**config.mk**
```make
export PLATFORM = sky130hd
export DESIGN_NAME = sample_min_max_rms_stats_unit_flat
export DESIGN_NICKNAME = d
export VERILOG_FILES = /design/src/design/smmrs_pkg.sv /design/src/design/smmrs_if.sv /design/src/design/smmrs_front.sv /design/src/design/smmrs_queue.sv /design/src/design/smmrs_back.sv /design/src/design/sample_min_max_rms_stats_unit.sv /design/src/flat_wrapper.sv
export SDC_FILE = /design/constraint.sdc
export NUM_CORES = 1
export LEC_CHECK = 0
export BUFFER_PORTS_ARGS = -buffer_cell sky130_fd_sc_hd__buf_2
export CORE_MARGIN = 3
export CORE_UTILIZATION = 42
export DETAILED_ROUTE_END_ITERATION = 10
export REMOVE_ABC_BUFFERS = 1
export SLEW_MARGIN = 20
export SYNTH_ARGS = -nofsm -noshare
export SYNTH_HDL_FRONTEND = slang
export SYNTH_SLANG_ARGS = --single-unit
```
**constraint.sdc**
```tcl
create_clock -name clock -period 15.19 [get_ports clock]
set_input_delay 3.038 -clock clock [delete_from_list [all_inputs] [get_ports clock]]
set_output_delay 3.038 -clock clock [all_outputs]
set_load 0.05 [all_outputs]
```
**src/design/smmrs_pkg.sv**
```systemverilog
// Shared constants and types of the sample min/max/RMS statistics unit.
`default_nettype none

package smmrs_pkg;

   // Longest run that enters the statistics; later samples are dropped.
   localparam int MAX_COUNT = 128;

   localparam int SAMPLE_W  = 16;
   localparam int OUT_CNT_W = 8;
   localparam int RMS_W     = 16;

   // Sample counter holds 0 to MAX_COUNT.
   localparam int CNT_W = $clog2(MAX_COUNT + 1);

   // A square of a 16-bit signed sample is at most 2^30.
   localparam int SQR_W = 2 * SAMPLE_W - 1;

   // Sum of squares over MAX_COUNT samples.
   localparam int SUM_W = SQR_W + $clog2(MAX_COUNT);

   // Square root works on an even number of bits, two per step.
   localparam int SQ_W   = SUM_W + (SUM_W % 2);
   localparam int HALF_W = SQ_W / 2;

   // Step counter of the divider and the square root unit.
   localparam int STEP_W = $clog2(SUM_W + 1);

   // Run queue between front and back.
   localparam int QUEUE_DEPTH = 2;
   localparam int QPTR_W      = $clog2(QUEUE_DEPTH);
   localparam int QCNT_W      = $clog2(QUEUE_DEPTH + 1);

   // Totals of one finished run, handed from front to back.
   typedef struct packed {
      logic signed [SAMPLE_W-1:0] min_value;
      logic signed [SAMPLE_W-1:0] max_value;
      logic [SUM_W-1:0]           square_sum;
      logic [CNT_W-1:0]           count;
      logic                       dropped;
   } run_type;

endpackage

`default_nettype wire

```
**src/design/smmrs_if.sv**
```systemverilog
// Valid/ready channels of the statistics unit: sample words in, result words out.
`default_nettype none

interface smmrs_req_if;
   logic                                  valid;
   logic                                  ready;
   logic signed [smmrs_pkg::SAMPLE_W-1:0] sample;
   logic                                  last;

   modport source (output valid, output sample, output last, input ready);
   modport sink   (input valid, input sample, input last, output ready);
endinterface

interface smmrs_rsp_if;
   logic                                   valid;
   logic                                   ready;
   logic signed [smmrs_pkg::SAMPLE_W-1:0]  min_value;
   logic signed [smmrs_pkg::SAMPLE_W-1:0]  max_value;
   logic [smmrs_pkg::SAMPLE_W-1:0]         peak_to_peak;
   logic [smmrs_pkg::RMS_W-1:0]            rms_value;
   logic [smmrs_pkg::OUT_CNT_W-1:0]        sample_count;
   logic                                   overflow;

   modport source (output valid, output min_value, output max_value, output peak_to_peak,
                   output rms_value, output sample_count, output overflow, input ready);
   modport sink   (input valid, input min_value, input max_value, input peak_to_peak,
                   input rms_value, input sample_count, input overflow, output ready);
endinterface

`default_nettype wire

```
**src/design/smmrs_front.sv**
```systemverilog
// Front end: squares each sample and keeps the running min, max, count and sum of squares.
`default_nettype none

module smmrs_front (
   input  wire logic             clock,
   input  wire logic             reset,
   smmrs_req_if.sink             req,
   output logic                  push_valid,
   output smmrs_pkg::run_type    push_data,
   input  wire logic             push_ready
);

   // Sample stage: registered sample and its square
   logic                                  valid_a_ff, valid_a_in;
   logic signed [smmrs_pkg::SAMPLE_W-1:0] sample_a_ff, sample_a_in;
   logic [smmrs_pkg::SQR_W-1:0]           square_a_ff, square_a_in;
   logic                                  last_a_ff, last_a_in;

   // Run accumulators
   logic signed [smmrs_pkg::SAMPLE_W-1:0] min_ff, min_in;
   logic signed [smmrs_pkg::SAMPLE_W-1:0] max_ff, max_in;
   logic [smmrs_pkg::SUM_W-1:0]           sum_ff, sum_in;
   logic [smmrs_pkg::CNT_W-1:0]           count_ff, count_in;
   logic                                  dropped_ff, dropped_in;

   logic signed [2*smmrs_pkg::SAMPLE_W-1:0] product;
   logic                                    req_take;
   logic                                    consume_a;
   logic                                    room;
   logic                                    first;
   logic signed [smmrs_pkg::SAMPLE_W-1:0]   min_next;
   logic signed [smmrs_pkg::SAMPLE_W-1:0]   max_next;
   logic [smmrs_pkg::SUM_W-1:0]             sum_next;
   logic [smmrs_pkg::CNT_W-1:0]             count_next;
   logic                                    dropped_next;

   // Retire the held word unless it closes a run and the queue is full
   assign consume_a  = valid_a_ff && (!last_a_ff || push_ready);
   assign req.ready  = !valid_a_ff || consume_a;
   assign req_take   = req.valid && req.ready;
   assign product    = req.sample * req.sample;

   // Load the sample stage
   always_comb begin
      valid_a_in  = valid_a_ff;
      sample_a_in = sample_a_ff;
      square_a_in = square_a_ff;
      last_a_in   = last_a_ff;
      if (req_take) begin
         valid_a_in  = 1'b1;
         sample_a_in = req.sample;
         square_a_in = product[smmrs_pkg::SQR_W-1:0];
         last_a_in   = req.last;
      end else if (consume_a) begin
         valid_a_in = 1'b0;
      end
   end

   // Fold the held sample into the totals, or drop it once the run is full
   assign room  = count_ff < smmrs_pkg::CNT_W'(smmrs_pkg::MAX_COUNT);
   assign first = count_ff == '0;

   always_comb begin
      min_next     = min_ff;
      max_next     = max_ff;
      sum_next     = sum_ff;
      count_next   = count_ff;
      dropped_next = dropped_ff;
      if (room) begin
         if (first || (sample_a_ff < min_ff)) min_next = sample_a_ff;
         if (first || (sample_a_ff > max_ff)) max_next = sample_a_ff;
         sum_next   = sum_ff + smmrs_pkg::SUM_W'(square_a_ff);
         count_next = count_ff + 1'b1;
      end else begin
         dropped_next = 1'b1;
      end
   end

   // Hand the finished run to the queue
   assign push_valid           = valid_a_ff && last_a_ff;
   assign push_data.min_value  = min_next;
   assign push_data.max_value  = max_next;
   assign push_data.square_sum = sum_next;
   assign push_data.count      = count_next;
   assign push_data.dropped    = dropped_next;

   // Advance totals, clear them after the last word of a run
   always_comb begin
      min_in     = min_ff;
      max_in     = max_ff;
      sum_in     = sum_ff;
      count_in   = count_ff;
      dropped_in = dropped_ff;
      if (consume_a) begin
         if (last_a_ff) begin
            min_in     = '0;
            max_in     = '0;
            sum_in     = '0;
            count_in   = '0;
            dropped_in = 1'b0;
         end else begin
            min_in     = min_next;
            max_in     = max_next;
            sum_in     = sum_next;
            count_in   = count_next;
            dropped_in = dropped_next;
         end
      end
   end

   always_ff @(posedge clock) begin
      sample_a_ff <= sample_a_in;
      square_a_ff <= square_a_in;
      last_a_ff   <= last_a_in;
      if (reset) begin
         valid_a_ff <= 1'b0;
         min_ff     <= '0;
         max_ff     <= '0;
         sum_ff     <= '0;
         count_ff   <= '0;
         dropped_ff <= 1'b0;
      end else begin
         valid_a_ff <= valid_a_in;
         min_ff     <= min_in;
         max_ff     <= max_in;
         sum_ff     <= sum_in;
         count_ff   <= count_in;
         dropped_ff <= dropped_in;
      end
   end

endmodule

`default_nettype wire

```
**src/design/smmrs_queue.sv**
```systemverilog
// Short queue of finished runs between the front end and the back end.
`default_nettype none

module smmrs_queue (
   input  wire logic                clock,
   input  wire logic                reset,
   input  wire logic                push_valid,
   input  wire smmrs_pkg::run_type  push_data,
   output logic                     push_ready,
   output logic                     pop_valid,
   output smmrs_pkg::run_type       pop_data,
   input  wire logic                pop_ready
);

   smmrs_pkg::run_type               entry_ff [smmrs_pkg::QUEUE_DEPTH];
   smmrs_pkg::run_type               entry_in;
   logic [smmrs_pkg::QPTR_W-1:0]     wr_ptr_ff, wr_ptr_in;
   logic [smmrs_pkg::QPTR_W-1:0]     rd_ptr_ff, rd_ptr_in;
   logic [smmrs_pkg::QCNT_W-1:0]     fill_ff, fill_in;
   logic                             do_push;
   logic                             do_pop;

   assign push_ready = fill_ff != smmrs_pkg::QCNT_W'(smmrs_pkg::QUEUE_DEPTH);
   assign pop_valid  = fill_ff != '0;
   assign pop_data   = entry_ff[rd_ptr_ff];
   assign do_push    = push_valid && push_ready;
   assign do_pop     = pop_valid && pop_ready;
   assign entry_in   = push_data;

   // Advance pointers with wrap and track the fill level
   always_comb begin
      wr_ptr_in = wr_ptr_ff;
      rd_ptr_in = rd_ptr_ff;
      fill_in   = fill_ff;
      if (do_push) begin
         wr_ptr_in = (wr_ptr_ff == smmrs_pkg::QPTR_W'(smmrs_pkg::QUEUE_DEPTH - 1))
                     ? '0 : wr_ptr_ff + 1'b1;
      end
      if (do_pop) begin
         rd_ptr_in = (rd_ptr_ff == smmrs_pkg::QPTR_W'(smmrs_pkg::QUEUE_DEPTH - 1))
                     ? '0 : rd_ptr_ff + 1'b1;
      end
      if (do_push && !do_pop) fill_in = fill_ff + 1'b1;
      else if (!do_push && do_pop) fill_in = fill_ff - 1'b1;
   end

   always_ff @(posedge clock) begin
      if (do_push) entry_ff[wr_ptr_ff] <= entry_in;
      if (reset) begin
         wr_ptr_ff <= '0;
         rd_ptr_ff <= '0;
         fill_ff   <= '0;
      end else begin
         wr_ptr_ff <= wr_ptr_in;
         rd_ptr_ff <= rd_ptr_in;
         fill_ff   <= fill_in;
      end
   end

endmodule

`default_nettype wire

```
**src/design/smmrs_back.sv**
```systemverilog
// Back end: divides the sum of squares by the count, takes the square root, sends the result.
`default_nettype none

module smmrs_back (
   input  wire logic                clock,
   input  wire logic                reset,
   input  wire logic                pop_valid,
   input  wire smmrs_pkg::run_type  pop_data,
   output logic                     pop_ready,
   smmrs_rsp_if.source              rsp
);

   typedef enum logic [3:0] {
      ST_IDLE = 4'b0001,
      ST_DIV  = 4'b0010,
      ST_ROOT = 4'b0100,
      ST_SEND = 4'b1000
   } back_state_type;

   back_state_type                        state_ff, state_in;
   logic signed [smmrs_pkg::SAMPLE_W-1:0] min_ff, min_in;
   logic signed [smmrs_pkg::SAMPLE_W-1:0] max_ff, max_in;
   logic [smmrs_pkg::SAMPLE_W-1:0]        p2p_ff, p2p_in;
   logic [smmrs_pkg::CNT_W-1:0]           cnt_ff, cnt_in;
   logic                                  ovf_ff, ovf_in;
   logic [smmrs_pkg::CNT_W-1:0]           rem_ff, rem_in;
   logic [smmrs_pkg::SUM_W-1:0]           quo_ff, quo_in;
   logic [smmrs_pkg::SQ_W-1:0]            val_ff, val_in;
   logic [smmrs_pkg::HALF_W+1:0]          srem_ff, srem_in;
   logic [smmrs_pkg::HALF_W-1:0]          root_ff, root_in;
   logic [smmrs_pkg::STEP_W-1:0]          step_ff, step_in;

   logic [smmrs_pkg::CNT_W:0]             div_shift;
   logic [smmrs_pkg::CNT_W:0]             div_sub;
   logic                                  div_ge;
   logic [smmrs_pkg::HALF_W+1:0]          sq_shift;
   logic [smmrs_pkg::HALF_W+1:0]          sq_trial;
   logic [smmrs_pkg::HALF_W+1:0]          sq_sub;
   logic                                  sq_ge;
   logic                                  div_done;
   logic                                  root_done;

   // One restoring division step: one quotient bit
   assign div_shift = {rem_ff, quo_ff[smmrs_pkg::SUM_W-1]};
   assign div_ge    = div_shift >= {1'b0, cnt_ff};
   assign div_sub   = div_shift - {1'b0, cnt_ff};
   assign div_done  = step_ff == smmrs_pkg::STEP_W'(smmrs_pkg::SUM_W - 1);

   // One square root step: two radicand bits, one root bit
   assign sq_shift  = {srem_ff[smmrs_pkg::HALF_W-1:0], val_ff[smmrs_pkg::SQ_W-1 -: 2]};
   assign sq_trial  = {root_ff, 2'b01};
   assign sq_ge     = sq_shift >= sq_trial;
   assign sq_sub    = sq_shift - sq_trial;
   assign root_done = step_ff == smmrs_pkg::STEP_W'(smmrs_pkg::HALF_W - 1);

   assign pop_ready = state_ff == ST_IDLE;

   always_comb begin
      state_in = state_ff;
      min_in   = min_ff;
      max_in   = max_ff;
      p2p_in   = p2p_ff;
      cnt_in   = cnt_ff;
      ovf_in   = ovf_ff;
      rem_in   = rem_ff;
      quo_in   = quo_ff;
      val_in   = val_ff;
      srem_in  = srem_ff;
      root_in  = root_ff;
      step_in  = step_ff;
      case (state_ff)
         ST_IDLE: begin
            // Take a finished run and start the division
            if (pop_valid) begin
               min_in   = pop_data.min_value;
               max_in   = pop_data.max_value;
               p2p_in   = pop_data.max_value - pop_data.min_value;
               cnt_in   = pop_data.count;
               ovf_in   = pop_data.dropped;
               rem_in   = '0;
               quo_in   = pop_data.square_sum;
               step_in  = '0;
               state_in = ST_DIV;
            end
         end
         ST_DIV: begin
            rem_in  = div_ge ? div_sub[smmrs_pkg::CNT_W-1:0] : div_shift[smmrs_pkg::CNT_W-1:0];
            quo_in  = {quo_ff[smmrs_pkg::SUM_W-2:0], div_ge};
            step_in = step_ff + 1'b1;
            if (div_done) begin
               // Mean square is ready next cycle in quo; start the root on it
               state_in = ST_ROOT;
               step_in  = '0;
               srem_in  = '0;
               root_in  = '0;
               val_in   = (cnt_ff == '0) ? '0
                          : smmrs_pkg::SQ_W'({quo_ff[smmrs_pkg::SUM_W-2:0], div_ge});
            end
         end
         ST_ROOT: begin
            srem_in = sq_ge ? sq_sub : sq_shift;
            root_in = {root_ff[smmrs_pkg::HALF_W-2:0], sq_ge};
            val_in  = {val_ff[smmrs_pkg::SQ_W-3:0], 2'b00};
            step_in = step_ff + 1'b1;
            if (root_done) state_in = ST_SEND;
         end
         ST_SEND: begin
            // Hold the result until it is taken
            if (rsp.ready) state_in = ST_IDLE;
         end
         default: state_in = ST_IDLE;
      endcase
   end

   assign rsp.valid        = state_ff == ST_SEND;
   assign rsp.min_value    = min_ff;
   assign rsp.max_value    = max_ff;
   assign rsp.peak_to_peak = p2p_ff;
   assign rsp.rms_value    = root_ff[smmrs_pkg::RMS_W-1:0];
   assign rsp.sample_count = smmrs_pkg::OUT_CNT_W'(cnt_ff);
   assign rsp.overflow     = ovf_ff;

   always_ff @(posedge clock) begin
      min_ff  <= min_in;
      max_ff  <= max_in;
      p2p_ff  <= p2p_in;
      cnt_ff  <= cnt_in;
      ovf_ff  <= ovf_in;
      rem_ff  <= rem_in;
      quo_ff  <= quo_in;
      val_ff  <= val_in;
      srem_ff <= srem_in;
      root_ff <= root_in;
      step_ff <= step_in;
      if (reset) state_ff <= ST_IDLE;
      else       state_ff <= state_in;
   end

endmodule

`default_nettype wire

```
**src/design/sample_min_max_rms_stats_unit.sv**
```systemverilog
// Top level of the sample min/max/peak-to-peak/RMS statistics unit.
// Takes one signed Q8.8 sample word per cycle unless stalled; a word with last set closes
// the run and yields one result word with min, max, peak-to-peak, RMS (floor square root
// of the floor of the mean square), the sample count and a flag for samples dropped past
// MAX_COUNT. The front end squares each word into a registered sample stage and
// accumulates at one word per cycle. Each run then costs the back end SUM_W division
// steps plus SQ_W/2 root steps (38 + 19 at MAX_COUNT = 128) plus a load and a send
// state, one bit per step in a shared divider and root unit; a two-run queue sits
// between the two, so runs longer than the back end's work per run stream at one word
// per cycle and shorter runs are limited by the back end. No clearing pass after reset.
`default_nettype none

module sample_min_max_rms_stats_unit (
   input  wire logic    clock,
   input  wire logic    reset,
   smmrs_req_if.sink    req_bus,
   smmrs_rsp_if.source  rsp_bus
);

   logic               push_valid;
   logic               push_ready;
   smmrs_pkg::run_type push_data;
   logic               pop_valid;
   logic               pop_ready;
   smmrs_pkg::run_type pop_data;

   smmrs_front u_front (
      .clock      (clock),
      .reset      (reset),
      .req        (req_bus),
      .push_valid (push_valid),
      .push_data  (push_data),
      .push_ready (push_ready)
   );

   smmrs_queue u_queue (
      .clock      (clock),
      .reset      (reset),
      .push_valid (push_valid),
      .push_data  (push_data),
      .push_ready (push_ready),
      .pop_valid  (pop_valid),
      .pop_data   (pop_data),
      .pop_ready  (pop_ready)
   );

   smmrs_back u_back (
      .clock     (clock),
      .reset     (reset),
      .pop_valid (pop_valid),
      .pop_data  (pop_data),
      .pop_ready (pop_ready),
      .rsp       (rsp_bus)
   );

endmodule

`default_nettype wire

```
**src/flat_wrapper.sv**
```systemverilog
// flat-port wrapper written by rule: the top's interface ports become plain ports
module sample_min_max_rms_stats_unit_flat 
  (clock, reset, req_bus_valid, req_bus_sample, req_bus_last, req_bus_ready, rsp_bus_valid, rsp_bus_min_value, rsp_bus_max_value, rsp_bus_peak_to_peak, rsp_bus_rms_value, rsp_bus_sample_count, rsp_bus_overflow, rsp_bus_ready);
  smmrs_req_if req_bus_i ();
  smmrs_rsp_if rsp_bus_i ();
  input  wire logic clock;
  input  wire logic reset;
  input wire logic [$bits(req_bus_i.valid)-1:0] req_bus_valid;
  input wire logic [$bits(req_bus_i.sample)-1:0] req_bus_sample;
  input wire logic [$bits(req_bus_i.last)-1:0] req_bus_last;
  output wire logic [$bits(req_bus_i.ready)-1:0] req_bus_ready;
  output wire logic [$bits(rsp_bus_i.valid)-1:0] rsp_bus_valid;
  output wire logic [$bits(rsp_bus_i.min_value)-1:0] rsp_bus_min_value;
  output wire logic [$bits(rsp_bus_i.max_value)-1:0] rsp_bus_max_value;
  output wire logic [$bits(rsp_bus_i.peak_to_peak)-1:0] rsp_bus_peak_to_peak;
  output wire logic [$bits(rsp_bus_i.rms_value)-1:0] rsp_bus_rms_value;
  output wire logic [$bits(rsp_bus_i.sample_count)-1:0] rsp_bus_sample_count;
  output wire logic [$bits(rsp_bus_i.overflow)-1:0] rsp_bus_overflow;
  input wire logic [$bits(rsp_bus_i.ready)-1:0] rsp_bus_ready;
  assign req_bus_i.valid = req_bus_valid;
  assign req_bus_i.sample = req_bus_sample;
  assign req_bus_i.last = req_bus_last;
  assign req_bus_ready = req_bus_i.ready;
  assign rsp_bus_valid = rsp_bus_i.valid;
  assign rsp_bus_min_value = rsp_bus_i.min_value;
  assign rsp_bus_max_value = rsp_bus_i.max_value;
  assign rsp_bus_peak_to_peak = rsp_bus_i.peak_to_peak;
  assign rsp_bus_rms_value = rsp_bus_i.rms_value;
  assign rsp_bus_sample_count = rsp_bus_i.sample_count;
  assign rsp_bus_overflow = rsp_bus_i.overflow;
  assign rsp_bus_i.ready = rsp_bus_ready;
  sample_min_max_rms_stats_unit u_core (.clock(clock), .reset(reset), .req_bus(req_bus_i), .rsp_bus(rsp_bus_i));
endmodule
```
# After elaboration in Yosys (flattened, before gate mapping)
# Memories as Yosys holds them, arrays and structs flattened. A register that Yosys moved wholly into a read port is not among the register bits.
# Index checks and enable logic that the tools add are counted.
# W data, S select, Z words.
classes:
  addsub: 10
  n_mul: 1
  n_lt_le_gt_ge: 5
  n_eq_ne: 11
  mux: 43
  reduce_logical: 28
ops:
  columns: ["cell", "count"]
  rows:
  - ["$mux W38", 5]
  - ["$pmux W38 S2", 2]
  - ["$mux W16", 6]
  - ["$pmux W19 S2", 2]
  - ["$mux W19", 3]
  - ["$add A38 B31 Y38", 1]
  - ["$mux W8", 4]
  - ["$mul A16 B16 Y31", 1]
  - ["$ge A21 B21 Y1", 1]
  - ["$sub A19 B19 Y19", 1]
  - ["$pmux W6 S3", 1]
  - ["$gt A16 B16 Y1", 1]
  - ["$logic_not A8 Y1", 2]
  - ["$lt A16 B16 Y1", 1]
  - ["$mux W4", 4]
  - ["$pmux W4 S4", 1]
  - ["$pmux W8 S2", 1]
  - ["$sub A16 B16 Y16", 1]
  - ["$mux W6", 2]
  - ["$mux W1", 10]
  - ["$reduce_bool A2 Y1", 5]
  - ["$ge A9 B8 Y1", 1]
  - ["$add A8 B1 Y8 const B", 1]
  - ["$lt A8 B8 Y1 const B", 1]
  - ["20 further kinds", 40]
word_totals:
  regBits: 321
  mem_bits_rw: 158
  out_inout_bits: 75
  memories: 1
mem_list:
  columns: ["name", "words", "width", "rd", "rd_ports_with_merged_regs", "wr", "line_no", "source"]
  rows:
  - ["u_core.u_queue.entry_ff", 2, 79, 1, 1, 1, "smmrs_queue.sv:15", "smmrs_pkg::run_type entry_ff [smmrs_pkg::QUEUE_DEPTH];"]

# Longest topological paths before layout
depth:
  word_depth: 6
  depth_mapped: 26
  mapped_depth_nobuf: 24

# Modules after synthesis
# A second synthesis with hierarchy kept.
hier_totals:
  cells_unflattened: 2921
  area_unflattened_um2: 31865.6
modules_own_cells:
  columns: ["module", "n_inst", "cells_each", "area_each_um2"]
  rows:
  - ["smmrs_front", 1, 1800, 16288.1]
  - ["smmrs_back", 1, 851, 9619.2]
  - ["smmrs_queue", 1, 270, 5958.2]

# Least setup slack after synthesis
# No wires, ideal clock.
synth_path:
  path_type: "input port to flip-flop"
  startpoint: "input req_bus_sample[15]"
  endpoint: "register u_core.u_front.square_a_ff[30] in the netlist's numbering (data pin)"
  t_arrival_ps: 8751
  path_slack_ps: 6178
  stages: 18
  cell_sequence: "clkbuf_1 clkbuf_1 nand2_1 fa_1 inv_1 fa_1 inv_1 fa_1 fa_1 fa_1 fa_1 inv_1 ha_1 a21o_1 or3_1 nor3_1 a21oi_1 a311o_1"
synth_between:
  elab_chain_len: 1
synth_lines:
  columns: ["element", "line_no", "source"]
  rows:
  - ["start: declaration", "flat_wrapper.sv:9", "input wire logic [$bits(req_bus_i.sample)-1:0] req_bus_sample;"]
  - ["$mul A16 B16 Y31", "smmrs_front.sv:41", "assign product = req.sample * req.sample;"]
  - ["via u_core.u_front.product, one bit", "smmrs_front.sv:26", "logic signed [2*smmrs_pkg::SAMPLE_W-1:0] product;"]
  - ["end signal: assignment", "smmrs_front.sv:113", "square_a_ff <= square_a_in;"]
  - ["end: declaration", "smmrs_front.sv:16", "logic [smmrs_pkg::SQR_W-1:0] square_a_ff, square_a_in;"]
# The timed path passes the listed nets, and every way through them passes these cells.
# A chain may end at the register's enable or synchronous reset.

# Worst setup path after layout
# Same ends and word-level chain as after synthesis.

==> impl_metrics.json <==
{
  "ff2ff_setup_slack_ns": 11.27,
  "die_x_um": 280.4,
  "die_height_um": 280.4,
  "drive_gt1_share_pct": 10.05,
  "cpMostUsedCell": "fa_1",
  "maxCapViolations": 0,
  "cp-start-kind": "primary input",
  "critical-path-slowest-cell": "fa_1",
  "post_cts_buffers": 0,
  "wl_per_cell_um": 16.97,
  "cts_sinks": 478,
  "endpoint_kind": "flop",
  "fin_crit_sh_pct": 59.70,
  "tightest_slew_ns": 0.9822,
  "cts_resized": 0,
  "start_util_pct": 42.83,
  "slew_viol_final": 0,
  "async_reset_ff_share_pct": 0,
  "drc": 0,
  "critical_path_class": "in2reg",
  "grt_remaining_overflow": 0,
  "yosys_most_used_dff": "edfxtp_1",
  "h-tree-depth": 2,
  "cts_max_path_buffers": 3,
  "synth_edf_count": 389,
  "synth_top_area_cell": "edfxtp_1",
  "syn-instance-count": 2863,
  "first_pass_iters": 7,
  "finClkSkew_ns": 0.03759,
  "syn_to_final_growth_pct": 10.05,
  "cp_max_fo": 19,
  "p_leak_uw": 0.01465,
  "ctsHoldBuffers": 0,
  "grtUsageTotal_pct": 16.94,
  "crit_arrival_ns": 9.39,
  "dp_hpwl_um": 49420,
  "max-slew-margin-rel_pct": 34.36,
  "worst_r2r_path_depth": 12,
  "cts_made_buffers": 51,
  "fp.coreArea_mm2": 0.07383,
  "yosys_warnings": 0,
  "worstHoldEndpoint": "u_core.u_front.max_ff[1]$_SDFFE_PP0P_",
  "cts-root-buf": "clkbuf_16",
  "r2r-end": "u_core.u_back.rsp.peak_to_peak[14]$_DFFE_PP_",
  "synth_top_area_share_pct": 36.94,
  "yosysUniqueCellTypes": 85,
  "cp.required_ns": 15.51,
  "synthTopCellsByCount": "458 x inv_1, 389 x edfxtp_1, 234 x fa_1",
  "routed_wl_um": 66610,
  "nets": 3374,
  "vias": 20340,
  "syn_area_mm2": 0.03162,
  "min_path_cells": 1,
  "rows": 99,
  "fin_hold_ws_ns": 0.4738,
  "grt_first_pass_wirelength_um": 109000,
  "yosysMostFrequentCell": "inv_1",
  "p_total_uw": 8142,
  "ios": 96,
  "max_freq_mhz": 110.3,
  "status": "finished clean",
  "hold_path.class": "reg2reg",
  "clk_latency_ns": 0.60,
  "final_antenna_net_count": 0,
  "antenna_found_initial": 0,
  "via_per_inst": 5.182,
  "setup_viol": 0,
  "drt_iter0_drc": 1141,
  "grt_pass1_vias": 20800,
  "path_clk_slew_ns": 0.06,
  "fin_setup_tns_ns": 0,
  "antenna-diode-count": 0,
  "ys_seq_area_share_pct": 42.57,
  "hold_viol_final": 0,
  "place.gp.congestion": 0.8563,
  "cts_tree": "done",
  "hold_start": "u_core.u_front.max_ff[1]$_SDFFE_PP0P_",
  "syn_avg_cell_area_um2": 11.05,
  "ir_drop_uv": 246.2,
  "rsz0062_at_grt": "false",
  "cp_cell_sequence": "buf_2, inv_1, nor2_1, fa_1, fa_1, inv_1, fa_1, fa_1, inv_1, fa_1, inv_1, fa_1, inv_1, ha_1, o21a_1, nor2_1, nor2b_1, o21ai_0, a21oi_1, nor4_1, a311o_1",
  "grt_start_max_net_pins": 81,
  "ys_seq_elements": 478,
  "p_per_area_mw_per_mm2": 234.0,
  "synth_area_leaders": "edfxtp_1 37%, fa_1 15%, ha_1 7.8%, dfxtp_1 5.6%, inv_1 5.4%",
  "slowest_delay_ns": 0.85,
  "fin_crit_ns": 9.068,
  "dieArea_mm2": 0.07862,
  "portBuffers": 95
}
-- worst max-delay path by stage --
| stage | startpoint | to | cells past startpoint |
|---|---|---|---|
| after floorplan | req_bus_sample[15] | u_core.u_front.square_a_ff[30]$_DFFE_PP_ | 16 |
| final | req_bus_sample[15] | u_core.u_front.square_a_ff[30]$_DFFE_PP_ | 21 |
| after global routing | req_bus_sample[15] | u_core.u_front.square_a_ff[30]$_DFFE_PP_ | 21 |
| after CTS | req_bus_sample[15] | u_core.u_front.square_a_ff[30]$_DFFE_PP_ | 21 |
| after global placement | req_bus_sample[15] | u_core.u_front.square_a_ff[30]$_DFFE_PP_ | 21 |
| after detailed placement | req_bus_sample[15] | u_core.u_front.square_a_ff[30]$_DFFE_PP_ | 21 |
-- power breakdown --
part / internal (µW) / total, µW / leakage, µW / switching (µW)
registers: 1920 / 2040 / 0.00427 / 116
logic: 1990 / 4850 / 0.00955 / 2860
clock network: 734 / 1250 / 0.000823 / 515
total: 4650 / 8140 / 0.0146 / 3490
-- placed cells by master, fill, tap and decap left out, types with 13 or more instances in the layout --
master     Yosys  final
inv_1        458    457
edfxtp_1     389    389
fa_1         234    234
nand2_1      217    216
ha_1         196    196
nor2_1       185    182
o21ai_0      117    116
a21oi_1       97     96
buf_2          6     96
dfxtp_1       89     87
mux2i_1       76     76
xnor2_1       72     72
a22o_1        69     69
mux2_2        56     56
clkbuf_16      0     53
and2_1        50     50
xor2_1        43     43
a21o_1        42     41
nor3_1        28     28
a22oi_1       28     28
nor2b_1       26     26
nand3_1       25     25
o21a_1        22     22
o21ai_1       18     18
nand4_1       18     18
buf_4         18     18
clkbuf_1      77     16
nand2b_1      15     15
a211oi_1      15     15
a31oi_1       14     13
-- area by class of cell --
class / count / area [µm²]
fillers: 6719 / 39020
multi-input cells: 1817 / 16040
flip-flops and latches: 478 / 13470
inverters: 459 / 1723
clock buffers: 77 / 1496
well taps: 959 / 1200
repair buffers: 116 / 670.6
clock inverters: 18 / 207.7
-- kinds of logic after synthesis --
kind of cell               count (synthesis)  share of synthesized area, %
adders and majority gates                430                         22.57
xor gates and xnor gates                 115                         3.185
AOI/OAI and AO/OA                        504                         10.85
buffers and inverters                    568                         7.027
muxes                                    132                         4.400
and+or+nand+nor                          636                         9.393
DFF                                      478                         42.57
-- stage by stage --
step	cells	utilization, %	area [µm²]	setup slack [ns]
2_1_floorplan	2754	-	31120	6.557
3_3_place_gp	3826	44.71	33010	5.771
3_5_place_dp	3827	44.72	33020	5.565
4_1_cts	3922	47.03	34720	6.172
5_1_grt	3924	47.14	34800	5.723
6_report	3924	47.14	34800	6.122
-- routing by layer --
layer / vias up / part of all wire [%] / global-route usage [%]
li1: 9888 / - / -
met1: 10080 / 48 / 23.86
met2: 292 / 47 / 28.41
met3: 73 / 2.9 / 1.722
met4: 0 / 1.7 / 3.791
met5: - / 0 / 0
-- critical path, delay by kind of cell --
family	cells	cell delay (ns)
AO/OA/AOI/OAI	4	0.81
adder cells (fa/ha/maj)	7	3.90
buffers and inverters	6	1.04
AND/OR/NAND/NOR	4	0.59
-- registers in the layout, summed over array words and instances, names as in the netlist, 4 cells and up, named ones only --
| register | flops |
|---|---|
| u_core.u_back.state_ff | 4 |
| u_core.u_front.square_a_ff | 29 |
| u_core.u_back.quo_ff | 38 |
| u_core.u_back.root_ff | 19 |
| u_core.u_front.count_ff | 8 |
| u_core.u_queue.entry_ff | 158 |
| u_core.u_front.max_ff | 16 |
| u_core.u_front.min_ff | 16 |
| u_core.u_back.step_ff | 6 |
| u_core.u_back.srem_ff | 19 |
| u_core.u_back.rsp.peak_to_peak | 16 |
| u_core.u_back.rsp.max_value | 16 |
| u_core.u_front.sample_a_ff | 16 |
| u_core.u_front.sum_ff | 38 |
| u_core.u_back.rsp.min_value | 16 |
| u_core.u_back.rem_ff | 8 |
| u_core.u_back.rsp.sample_count | 8 |
| u_core.u_back.val_ff | 38 |
Power figures use the tool's default switching activity.
